File: src/rtl/bsm_pkg.sv
// Shared types, constants and the voltage step table of the battery capacity smoother.
// No dependencies; every other file imports this package.
package bsm_pkg;

  localparam int CAP_W     = 7;
  localparam int MV_W      = 13;
  localparam int STATUS_W  = 3;
  localparam int IVL_W     = 8;
  localparam int THR_W     = 7;
  localparam int CFG_IDX_W = 2;
  localparam int CFG_W     = 8;

  localparam logic [CAP_W-1:0] CAP_FULL        = 7'd100;
  localparam logic [IVL_W-1:0] IVL_SLOW        = 8'd30;
  localparam logic [IVL_W-1:0] IVL_DEFAULT     = 8'd10;
  localparam logic [IVL_W-1:0] NORMAL_IVL_RST  = 8'd10;
  localparam logic [THR_W-1:0] FORCE_FULL_RST  = 7'd95;
  localparam logic [THR_W-1:0] RESAMPLE_RST    = 7'd90;

  typedef enum logic [STATUS_W-1:0] {
    ST_UNKNOWN      = 3'd0,
    ST_CHARGING     = 3'd1,
    ST_DISCHARGING  = 3'd2,
    ST_NOT_CHARGING = 3'd3,
    ST_FULL         = 3'd4
  } chg_status_e;

  typedef enum logic [CFG_IDX_W-1:0] {
    CFG_NORMAL_INTERVAL = 2'd0,
    CFG_FORCE_FULL      = 2'd1,
    CFG_RESAMPLE        = 2'd2
  } cfg_idx_e;

  typedef struct packed {
    logic             changed;
    logic [CAP_W-1:0] reported_capacity;
    logic [IVL_W-1:0] next_interval_s;
  } result_t;

  localparam int VOLT_STEPS = 10;

  localparam logic [MV_W-1:0] VOLT_EDGE [VOLT_STEPS] = '{
    13'd3500, 13'd3550, 13'd3600, 13'd3700, 13'd3800,
    13'd3850, 13'd3900, 13'd3950, 13'd4000, 13'd4250
  };

  localparam logic [CAP_W-1:0] VOLT_CAP [VOLT_STEPS+1] = '{
    7'd2, 7'd10, 7'd20, 7'd30, 7'd40, 7'd50,
    7'd60, 7'd65, 7'd70, 7'd85, 7'd100
  };

  // Edges rise monotonically, so the last edge passed picks the step.
  function automatic logic [CAP_W-1:0] cap_from_mv(input logic [MV_W-1:0] mv);
    logic [CAP_W-1:0] cap;
    cap = VOLT_CAP[0];
    for (int k = 0; k < VOLT_STEPS; k++) begin
      if (mv >= VOLT_EDGE[k]) begin
        cap = VOLT_CAP[k+1];
      end
    end
    return cap;
  endfunction

endpackage

File: src/rtl/bsm_slot_cell.sv
// One slot of the averaging window: preload on the first sample, else take the
// neighbor's value on each shift. Depends on bsm_pkg.
module bsm_slot_cell
  import bsm_pkg::*;
(
  input  logic             clk_i,
  input  logic             rst_ni,
  input  logic             shift_i,
  input  logic             load_i,
  input  logic [CAP_W-1:0] load_val_i,
  input  logic [CAP_W-1:0] prev_i,
  output logic [CAP_W-1:0] slot_o
);

  logic [CAP_W-1:0] slot_q;

  always_ff @(posedge clk_i or negedge rst_ni) begin
    if (!rst_ni) begin
      slot_q <= '0;
    end else if (load_i) begin
      slot_q <= load_val_i;
    end else if (shift_i) begin
      slot_q <= prev_i;
    end
  end

  assign slot_o = slot_q;

endmodule

File: src/rtl/bsm_skid.sv
// Output register with a skid stage so a new word is taken while a result waits.
// Depends on bsm_pkg (result_t).
module bsm_skid
  import bsm_pkg::*;
(
  input  logic    clk_i,
  input  logic    rst_ni,
  input  logic    in_valid_i,
  output logic    in_ready_o,
  input  result_t in_data_i,
  output logic    out_valid_o,
  input  logic    out_ready_i,
  output result_t out_data_o
);

  logic    out_valid_q, skid_valid_q;
  result_t out_q, skid_q;
  logic    push, pop;

  assign in_ready_o = !skid_valid_q;
  assign push       = in_valid_i && !skid_valid_q;
  assign pop        = out_valid_q && out_ready_i;

  always_ff @(posedge clk_i or negedge rst_ni) begin
    if (!rst_ni) begin
      out_valid_q  <= 1'b0;
      skid_valid_q <= 1'b0;
    end else if (!out_valid_q || pop) begin
      if (skid_valid_q) begin
        out_valid_q  <= 1'b1;
        skid_valid_q <= 1'b0;
      end else begin
        out_valid_q <= push;
      end
    end else if (push) begin
      skid_valid_q <= 1'b1;
    end
  end

  // payload: advance from skid first, else from the input
  always_ff @(posedge clk_i) begin
    if (!out_valid_q || pop) begin
      if (skid_valid_q) begin
        out_q <= skid_q;
      end else if (push) begin
        out_q <= in_data_i;
      end
    end else if (push) begin
      skid_q <= in_data_i;
    end
  end

  assign out_valid_o = out_valid_q;
  assign out_data_o  = out_q;

endmodule

File: src/rtl/battery_capacity_smoother.sv
// Top level of the battery capacity smoother: sample decode, forced-full counter,
// window of slot cells with running sum, averaging, output skid. Uses bsm_pkg,
// bsm_slot_cell and bsm_skid.
//
//   channel   direction  handshake                       payload
//   s_axis    in         s_axis_tvalid / s_axis_tready   one sample word
//   m_axis    out        m_axis_tvalid / m_axis_tready   one result word per sample
//   cfg       in         cfg_we_i (no wait)              cfg_idx_i, cfg_data_i
//
// Timing: one sample word a cycle while s_axis_tready is high. All decode, window
// update and averaging happen in the accept cycle; the result is registered.
// Reset: all control state clears, thresholds take their defaults, the window reads
// zero until the first sample preloads it.
// Stalls: a skid stage holds one extra result, so s_axis_tready drops only when both
// the output register and the skid stage are full.
module battery_capacity_smoother
  import bsm_pkg::*;
#(
  parameter int WINDOW     = 10,
  parameter int FULL_TICKS = 80
) (
  input  logic                 clk_i,
  input  logic                 rst_ni,
  input  logic                 s_axis_tvalid,
  output logic                 s_axis_tready,
  // gauge_capacity[6:0], battery_mv[19:7], battery_present[20], factory_mode[21],
  // chg_status[24:22], power_down[25], zero fill[31:26]
  input  logic [31:0]          s_axis_tdata,
  output logic                 m_axis_tvalid,
  input  logic                 m_axis_tready,
  // changed[0], reported_capacity[7:1], next_interval_s[15:8]
  output logic [15:0]          m_axis_tdata,
  input  logic                 cfg_we_i,
  input  logic [CFG_IDX_W-1:0] cfg_idx_i,
  input  logic [CFG_W-1:0]     cfg_data_i
);

  // Widths of the running sum, the full counter and the averaging datapath.
  localparam int SUM_W     = $clog2(100 * WINDOW + 1);
  localparam int CNT_W     = $clog2(FULL_TICKS + 1);
  localparam int NUM_W     = $clog2(200 * WINDOW + WINDOW + 1);
  // avg = floor((2*sum + WINDOW) / (2*WINDOW)) is round-half-up of sum/WINDOW.
  // Reciprocal multiply is exact for every numerator below 2^12.
  localparam int AVG_SHIFT = 18;
  localparam int AVG_DIV   = 2 * WINDOW;
  localparam int AVG_MUL   = ((1 << AVG_SHIFT) + AVG_DIV - 1) / AVG_DIV;
  localparam int MUL_W     = 18;
  localparam int PROD_W    = NUM_W + MUL_W;

  // ---------------------------------------------------------------- config
  logic [IVL_W-1:0] normal_ivl_q;
  logic [THR_W-1:0] force_full_q, resample_q;

  always_ff @(posedge clk_i or negedge rst_ni) begin
    if (!rst_ni) begin
      normal_ivl_q <= NORMAL_IVL_RST;
      force_full_q <= FORCE_FULL_RST;
      resample_q   <= RESAMPLE_RST;
    end else if (cfg_we_i) begin
      case (cfg_idx_e'(cfg_idx_i))
        CFG_NORMAL_INTERVAL: normal_ivl_q <= cfg_data_i;
        CFG_FORCE_FULL:      force_full_q <= cfg_data_i[THR_W-1:0];
        CFG_RESAMPLE:        resample_q   <= cfg_data_i[THR_W-1:0];
        default: ;  // index beyond the register list: drop
      endcase
    end
  end

  // ---------------------------------------------------------------- sample decode
  logic [CAP_W-1:0]    gauge;
  logic [MV_W-1:0]     mv;
  logic                present, factory, pdown;
  logic [STATUS_W-1:0] status;
  logic                accept;

  assign gauge   = s_axis_tdata[6:0];
  assign mv      = s_axis_tdata[19:7];
  assign present = s_axis_tdata[20];
  assign factory = s_axis_tdata[21];
  assign status  = s_axis_tdata[24:22];
  assign pdown   = s_axis_tdata[25];
  assign accept  = s_axis_tvalid && s_axis_tready;

  logic charging, draining;
  assign charging = (status == ST_CHARGING) || (status == ST_FULL);
  assign draining = (status == ST_DISCHARGING) || (status == ST_NOT_CHARGING);

  // Raw capacity: voltage table without a battery or in factory mode, else the
  // gauge saturated at full.
  logic [CAP_W-1:0] cur_raw;
  always_comb begin
    if (!present || factory) begin
      cur_raw = cap_from_mv(mv);
    end else if (gauge > CAP_FULL) begin
      cur_raw = CAP_FULL;
    end else begin
      cur_raw = gauge;
    end
  end

  // ---------------------------------------------------------------- state
  logic             started_q, started_d;
  logic             shutdown_q, shutdown_d;
  logic [CAP_W-1:0] held_q, held_d;
  logic [SUM_W-1:0] sum_q, sum_d;
  logic [CNT_W-1:0] full_cnt_q, full_cnt_d;
  logic [IVL_W-1:0] hint_q, hint_d;

  // Forced full: count charging samples above the threshold, saturate at the limit.
  logic             over_thr, force_full;
  logic [CNT_W-1:0] cnt_inc, cnt_next;
  logic [CAP_W-1:0] cur;

  assign over_thr   = (cur_raw > force_full_q) && charging;
  assign cnt_inc    = (full_cnt_q >= CNT_W'(FULL_TICKS)) ? CNT_W'(FULL_TICKS)
                                                         : full_cnt_q + 1'b1;
  assign force_full = over_thr && (cnt_inc == CNT_W'(FULL_TICKS));
  assign cnt_next   = over_thr ? cnt_inc : '0;
  assign cur        = force_full ? CAP_FULL : cur_raw;

  logic [IVL_W-1:0] normal_hint, hint_new;
  assign normal_hint = (normal_ivl_q == '0) ? IVL_DEFAULT : normal_ivl_q;
  assign hint_new    = (cur > resample_q) ? IVL_SLOW : normal_hint;

  // ---------------------------------------------------------------- window cells
  // The row of cells is a shift line: cell 0 takes the new sample and the last
  // cell holds the oldest one, which is the slot a ring pointer would replace.
  logic             win_shift, win_load;
  logic [CAP_W-1:0] slot_w [WINDOW];

  for (genvar i = 0; i < WINDOW; i++) begin : g_cell
    logic [CAP_W-1:0] prev;
    if (i == 0) begin : g_head
      assign prev = cur;
    end else begin : g_link
      assign prev = slot_w[i-1];
    end
    bsm_slot_cell u_cell (
      .clk_i      (clk_i),
      .rst_ni     (rst_ni),
      .shift_i    (win_shift),
      .load_i     (win_load),
      .load_val_i (cur_raw),
      .prev_i     (prev),
      .slot_o     (slot_w[i])
    );
  end

  // Running sum: drop the oldest slot, add the new sample.
  logic [SUM_W-1:0]  sum_upd;
  logic [NUM_W-1:0]  avg_num;
  logic [PROD_W-1:0] avg_prod;
  logic [CAP_W-1:0]  avg;
  logic              refuse;

  assign sum_upd  = sum_q - SUM_W'(slot_w[WINDOW-1]) + SUM_W'(cur);
  assign avg_num  = (NUM_W'(sum_upd) << 1) + NUM_W'(WINDOW);
  assign avg_prod = PROD_W'(avg_num) * PROD_W'(MUL_W'(AVG_MUL));
  assign avg      = avg_prod[AVG_SHIFT +: CAP_W];
  // Hold the last announced value on no change or on a rise while draining.
  assign refuse   = ((held_q < avg) && draining) || (held_q == avg);

  // ---------------------------------------------------------------- next state and result
  result_t res;

  always_comb begin
    started_d  = started_q;
    shutdown_d = shutdown_q;
    held_d     = held_q;
    sum_d      = sum_q;
    full_cnt_d = full_cnt_q;
    hint_d     = hint_q;
    win_shift  = 1'b0;
    win_load   = 1'b0;
    res        = '{changed: 1'b1, reported_capacity: '0, next_interval_s: hint_q};
    if (shutdown_q || pdown) begin
      // latched power-down: report zero and freeze everything else
      shutdown_d = 1'b1;
    end else if (!started_q) begin
      // first sample: preload every slot and announce it as is
      started_d             = 1'b1;
      held_d                = cur_raw;
      sum_d                 = SUM_W'(cur_raw) * SUM_W'(WINDOW);
      win_load              = accept;
      res.reported_capacity = cur_raw;
    end else begin
      full_cnt_d            = cnt_next;
      hint_d                = hint_new;
      sum_d                 = sum_upd;
      win_shift             = accept;
      res.next_interval_s   = hint_new;
      res.changed           = !refuse;
      res.reported_capacity = refuse ? held_q : avg;
      held_d                = refuse ? held_q : avg;
    end
  end

  always_ff @(posedge clk_i or negedge rst_ni) begin
    if (!rst_ni) begin
      started_q  <= 1'b0;
      shutdown_q <= 1'b0;
      held_q     <= '0;
      sum_q      <= '0;
      full_cnt_q <= '0;
      hint_q     <= NORMAL_IVL_RST;
    end else if (accept) begin
      started_q  <= started_d;
      shutdown_q <= shutdown_d;
      held_q     <= held_d;
      sum_q      <= sum_d;
      full_cnt_q <= full_cnt_d;
      hint_q     <= hint_d;
    end
  end

  // ---------------------------------------------------------------- output
  result_t out_res;

  bsm_skid u_skid (
    .clk_i       (clk_i),
    .rst_ni      (rst_ni),
    .in_valid_i  (s_axis_tvalid),
    .in_ready_o  (s_axis_tready),
    .in_data_i   (res),
    .out_valid_o (m_axis_tvalid),
    .out_ready_i (m_axis_tready),
    .out_data_o  (out_res)
  );

  assign m_axis_tdata = {out_res.next_interval_s, out_res.reported_capacity, out_res.changed};

  // ---------------------------------------------------------------- assertions
  a_shutdown_sticky: assert property (@(posedge clk_i) disable iff (!rst_ni)
    shutdown_q |=> shutdown_q)
    else $error("power-down latch released");

  a_full_cnt_bound: assert property (@(posedge clk_i) disable iff (!rst_ni)
    full_cnt_q <= CNT_W'(FULL_TICKS))
    else $error("forced-full counter past its limit");

  a_cnt_idle_before_start: assert property (@(posedge clk_i) disable iff (!rst_ni)
    !started_q |-> (full_cnt_q == '0))
    else $error("forced-full counter moved before the first sample");

  a_frozen_after_shutdown: assert property (@(posedge clk_i) disable iff (!rst_ni)
    (accept && shutdown_q) |=> ($stable(sum_q) && $stable(held_q) && $stable(hint_q)))
    else $error("state changed while power-down is latched");

endmodule

File: config.mk
export PLATFORM = sky130hd
export DESIGN_NAME = battery_capacity_smoother
export DESIGN_NICKNAME = d
export VERILOG_FILES = /design/src/rtl/bsm_pkg.sv /design/src/rtl/bsm_slot_cell.sv /design/src/rtl/bsm_skid.sv /design/src/rtl/battery_capacity_smoother.sv
export SDC_FILE = /design/constraint.sdc
export NUM_CORES = 1
export LEC_CHECK = 0
export BUFFER_PORTS_ARGS = -buffer_cell sky130_fd_sc_hd__buf_2
export CORE_MARGIN = 3
export CORE_UTILIZATION = 45
export CTS_BUF_LIST = sky130_fd_sc_hd__clkbuf_4
export CTS_CLUSTER_DIAMETER = 40
export DETAILED_ROUTE_END_ITERATION = 6
export HOLD_SLACK_MARGIN = 0.08
export PLACE_DENSITY = 0.65
export SLEW_MARGIN = 20
export SYNTH_ARGS = -nofsm -noshare
export SYNTH_HDL_FRONTEND = slang
export SYNTH_SLANG_ARGS = --single-unit
File: constraint.sdc
create_clock -name clk_i -period 12.89 [get_ports clk_i]
set_input_delay 2.578 -clock clk_i [delete_from_list [all_inputs] [get_ports clk_i]]
set_output_delay 2.578 -clock clk_i [all_outputs]
set_load 0.02 [all_outputs]
Word-level counts from Yosys, hierarchy flattened
Index checks and enable logic that the tools add are counted.
- $add $sub $neg: 4
- multiply operators: 2
- order comparisons: 15
- eq/ne operators: 8
- muxes and demuxes: 52
- bitwise gates (word level): 2
- reduce and logical (&&, ||, !) cells: 28
- operator list (cell ; count):
    $mux 7 ; 36
    $ge 13x12->1 const B ; 9
    $mux 16 ; 3
    $mux 8 ; 3
    $mul 11x12->23 const B ; 1
    $gt 7x7->1 ; 2
    $reduce_and 2->1 ; 7
    $ge 13x13->1 const B ; 1
    $add 11x4->11 const B ; 1
    $add 10x7->10 ; 1
    $mux 10 ; 1
    $sub 10x7->10 ; 1
    $mul 7x3->9 const B ; 1
    $logic_not 8->1 ; 1
    $mux 1 ; 8
    $add 7x1->7 const B ; 1
    $eq 7x7->1 ; 1
    $eq 7x7->1 const B ; 1
    $ge 7x7->1 const B ; 1
    $gt 7x7->1 const B ; 1
    $lt 7x7->1 ; 1
    $eq 3x2->1 const B ; 2
    $logic_or 1x1->1 ; 6
    $reduce_bool 2->1 ; 3
    10 further kinds ; 18
- flip-flop bits (word level): 160
- bits of input ports: 47
- output and inout port bits: 18
- logic and storage cells: 138

Longest topological paths before layout
- depth after elaboration: 27
- mapped depth: 52
- depth with buffers taken out: 49

Cells and area by module
From an unflattened synthesis, not the netlist that was laid out.
- cells, all modules: 1091
- area, all modules: 11071.9 µm²
- modules (own cells, without submodules) (module ; instances ; cells each ; area each (µm²) ; sequential area each (µm²)):
    battery_capacity_smoother ; 1 ; 732 ; 6508.7 ; 1418.9
    bsm_slot_cell ; 10 ; 30 ; 325.3 ; 175.2
    bsm_skid ; 1 ; 59 ; 1310.0 ; 1011.0

Worst setup path before layout
OpenSTA, ideal clock, no wires.
- path kind: input to register
- from: input port s_axis_tdata[15]
- to: register u_skid.out_q (netlist bit u_skid.out_data_o[9]), data pin
- setup time: 0.257 ns
- arrival time: 13.215 ns
- data required time: 12.633 ns
- path slack: -0.582 ns
- cell stages on the path: 44
- path buffers: 3
- path through: clkbuf_1 -> or4_1 -> a21oi_1 -> nand2_1 -> o22ai_1 -> inv_1 -> ha_1 -> nand3_1 -> o21bai_1 -> a21o_1 -> or3b_2 -> clkbuf_1 -> nand2_1 -> fa_1 -> ha_1 -> and2b_2 -> o21a_1 -> o31a_1 -> [... 8 more ...] -> fa_1 -> inv_1 -> fa_1 -> ha_1 -> a21oi_1 -> o211ai_1 -> nand4b_1 -> a21o_1 -> o31ai_2 -> nor2_1 -> ha_1 -> a21oi_1 -> nor2b_1 -> o311ai_0 -> and2_0 -> clkbuf_1 -> o21ai_0 -> a32o_1
- longest elaborated chain between the ends: 27
- elaborated cells on any way between the ends: 37
- ends and longest elaborated chain (what ; line ; source):
    start, declared ; battery_capacity_smoother.sv:28 ; input logic [31:0] s_axis_tdata,
    $ge 13x12->1 ; bsm_pkg.sv:57 ; if (mv >= VOLT_EDGE[k]) begin
    $mux 4 ; bsm_pkg.sv:57 ;
    $mux 7 (8 in series) ; bsm_pkg.sv:57 ;
    $mux 7 (*) ; bsm_pkg.sv:57 ;
    $mux 7 (*) ; battery_capacity_smoother.sv:92 ; if (!present || factory) begin
    $gt 7x7->1 ; battery_capacity_smoother.sv:114 ; assign over_thr = (cur_raw > force_full_q) && charging;
    $logic_and 1x1->1 ; battery_capacity_smoother.sv:114 ;
    $logic_and 1x1->1 ; battery_capacity_smoother.sv:117 ; assign force_full = over_thr && (cnt_inc == CNT_W'(FULL_TICKS));
    [... 4 more ...] ; - ;
    $lt 7x7->1 ; battery_capacity_smoother.sv:161 ; assign refuse = ((held_q < avg) && draining) || (held_q == avg);
    $logic_and 1x1->1 ; battery_capacity_smoother.sv:161 ;
    $logic_or 1x1->1 ; battery_capacity_smoother.sv:161 ;
    $mux 7 ; - ;
    $mux 7 (*) ; battery_capacity_smoother.sv:179 ; end else if (!started_q) begin
    $mux 16 (*) ; battery_capacity_smoother.sv:176 ; if (shutdown_q || pdown) begin
    $mux 16 (*) ; bsm_skid.sv:45 ; end else if (push) begin
    $mux 16 (*) ; bsm_skid.sv:43 ; if (skid_valid_q) begin
    end signal, assigned ; bsm_skid.sv:44 ; out_q <= skid_q;
    end signal, assigned ; bsm_skid.sv:46 ; out_q <= in_data_i;
    end, declared ; bsm_skid.sv:17 ; result_t out_q, skid_q;
Mark *: on every way between the ends. The rest lies on a longest branch, timed or not. The select of a mux whose other input is x is not followed.
A chain may end at the register's enable or synchronous reset.

==> results.json <==
{
  "synth.largest_area_cell": "sky130_fd_sc_hd__dfrtp_1",
  "wl_per_cell_um": 15.86,
  "path_clk_slew_ns": 0.16,
  "synth_async_sr_flop_share": 0.8000,
  "drt.antenna.violating_nets": 0,
  "syn-num-nets": 1361,
  "crit_path_end_kind": "register",
  "cp.required_ns": 13.21,
  "routabilityCongestion": 0.8143,
  "route.detailed.vias_per_inst": 5.370,
  "finalSetupViolCount": 0,
  "layout-drive-gt1-share": 0.2863,
  "htreeDepth": 4,
  "share_of_the_synthesized_area_in_the_top_cell_type": 0.2577,
  "cts.sink_count": 160,
  "routed_wirelength_um": 27120,
  "final_net_count": 1566,
  "clock_insertion_delay_worst_skew_ns": 0.59,
  "final_core_utilization": 0.5766,
  "timing.final.hold_violations": 0,
  "worst_slew_pin_slew_ns": 0.9666,
  "antenna_found_initial": 1,
  "placeableCoreArea_um2": 23820,
  "clk_path_buf_depth": 2,
  "timing.hold.worst.class": "register to register",
  "grt_max_degree": 100,
  "worst-path-buf-inv": 10,
  "syn_area_per_cell_um2": 9.445,
  "maxClockFrequency_ghz": 0.07943,
  "via_count": 9183,
  "kind_of_cell_with_the_highest_combined_delay_on_the_critical_path": "adder cells",
  "slew-limit-headroom": 0.3556,
  "synth_enable_flop_cells": 32,
  "cp-start-kind": "primary input",
  "die_extent_in_x_um": 162.8,
  "synth_area_leaders": "sky130_fd_sc_hd__dfrtp_1 26%, sky130_fd_sc_hd__ha_1 12%, sky130_fd_sc_hd__edfxtp_1 8.7%",
  "hold-worst-slack_ns": 0.4944,
  "layout.filler_cells": 2157,
  "cts_inserted_buffers": 17,
  "io_pins": 65,
  "synthFlopType": "sky130_fd_sc_hd__dfrtp_1",
  "grt_use_total": 0.2055,
  "tritoncts": "yes",
  "rows": 56,
  "synth_area_um2": 11070,
  "detail_route.drc_violations": 0,
  "design.die.area_um2": 26520,
  "synth_cell_type_count": 73,
  "totalNegativeSetupSlack_ns": 0,
  "flow.area_growth_from_synthesis_pct": 24.09,
  "synth_seq_cells": 160,
  "postCtsHoldBufs": 0,
  "layout_min_cycle_time_ns": 12.59,
  "yosys_warnings": 0,
  "slew_violations": 0,
  "drtIter0Drc": 520,
  "status": "finished clean",
  "synth_sequential_area_ratio": 0.3778,
  "final_global_route_overflow_total": 0,
  "worstPathMaxFanout": 5,
  "timing.critical_path.slowest_stage_cell": "sky130_fd_sc_hd__or4_4",
  "timing.critical_path.slowest_cell_delay_ns": 0.55,
  "clockRootBuffer": "sky130_fd_sc_hd__clkbuf_4",
  "port_buffer_cells": 57,
  "finalClockSkew_ns": 0.02500,
  "critPathMostFrequentCell": "sky130_fd_sc_hd__inv_1",
  "crit_arrival_ns": 12.91,
  "fin_crit_share": 0.9768,
  "timing.max_cap.violations": 0,
  "synthesis.instances": 1172,
  "path_class": "primary input to register",
  "dr.pass1.iters": 5,
  "first_global_vias": 9008,
  "detailed_place_hpwl_um": 19810,
  "start_util": 0.4647,
  "wire_length_of_the_first_global_routing_pass_um": 44300,
  "fp.dieH_um": 162.8
}
synthesized netlist by cell type, drive strengths merged (13+ instances only):
library cell / instances
nand2: 129
inv: 116
dfrtp: 114
ha: 108
nor2: 106
o31ai: 60
a21oi: 56
clkbuf: 52
o21ai: 52
fa: 34
edfxtp: 32
mux2: 23
nand3: 20
a21o: 19
nor3: 17
xor2: 15
a22o: 14
dfstp: 14
a211oi: 13
nand4: 13
final timing paths:
check / start / endpoint / slack (ns) / depth (start not counted)
min in group asynchronous: rst_ni / normal_ivl_q[7]$_DFFE_PN0P_ / 1.90 / 1
worst min register to register: shutdown_q$_DFFE_PN0P_ / shutdown_q$_DFFE_PN0P_ / 0.49 / 1
worst min-delay path: shutdown_q$_DFFE_PN0P_ / shutdown_q$_DFFE_PN0P_ / 0.49 / 1
worst max register to register: full_cnt_q[0]$_DFFE_PN0P_ / u_skid.skid_q[11]$_DFFE_PP_ / 2.65 / 43
max in group asynchronous: rst_ni / started_q$_DFFE_PN0P_ / 9.54 / 2
worst max-delay path: s_axis_tdata[18] / u_skid.skid_q[11]$_DFFE_PP_ / 0.30 / 50
state kept, by name (all words and copies together) (netlist names):
name,cells
full_cnt_q,7
held_q,7
u_skid.skid_valid_q,1
resample_q,7
u_skid.out_data_o,16
hint_q,8
u_skid.out_valid_o,1
normal_ivl_q,8
started_q,1
force_full_q,7
shutdown_q,1
u_skid.skid_q,16
sum_q,10
g_cell.u_cell.slot_o,70
logic make-up after synthesis:
kind of cell    count (synthesis)  share of synthesized area
simple gates                  350                     0.1448
buf+inv                       172                    0.05866
compound gates                293                     0.1847
flops                         160                     0.3778
xor+xnor                       28                    0.02351
mux                            27                    0.02702
fa+ha+maj                     142                     0.1836
what timing repair did:
action                                  4_1_cts  5_1_grt
gates cloned                                  0        1
resized for setup                             5       58
pin swaps                                     3       42
setup buffers                                 2       15
endpoints found under the setup margin       13       23
hold endpoints to repair                      0        0
placed cells by master (no fill, tap or decap), drive strengths merged, types with 7 or more instances in the layout:
cell type,count
xnor2,12
o21ai,52
dfstp,14
inv,124
nor3,17
a21oi,56
edfxtp,32
a211oi,13
a22o,14
fa,34
nor2,106
a21o,19
nand4,13
dfrtp,114
xor2,15
nor2b,7
nand2,129
o31ai,60
o21a,10
buf,239
clkbuf,18
clkinv,7
a31oi,10
nand3,20
mux2,23
o211ai,9
ha,108
and3,10
through the flow:
step,instance area (um^2),worst slack [ns],instances
global placement,12930,-0.7237,1659
CTS,13260,0.02284,1693
finish,13740,0.2996,1710
floorplan,11210,0.002445,1172
detailed placement,12930,-0.8904,1659
global route,13740,-0.09353,1710
cell type report:
| cell class | instances | area [um^2] | share of cell area |
|---|---|---|---|
| Timing Repair Buffer | 240 | 1672 | 0.1217 |
| Sequential cell | 160 | 4183 | 0.3045 |
| Multi-Input combinational cell | 841 | 6744 | 0.4910 |
| Antenna cell | 1 | 2.502 | 0.0001822 |
| Clock inverter | 15 | 168.9 | 0.01230 |
| Tap cell | 319 | 399.1 | 0.02906 |
| Clock buffer | 17 | 127.6 | 0.009291 |
| Inverter | 117 | 439.2 | 0.03197 |
routing by layer:
layer  vias to the layer above  wire [um]  global-route usage
li1                       4569          -                   -
met4                         0        422             0.05190
met1                      4429      12580              0.2884
met2                       152      13300              0.3382
met5                         -          0                   0
met3                        33        819             0.02747
Power is not shown: default switching activity piles up to over one toggle a cycle in this logic, so the estimate is an artifact.
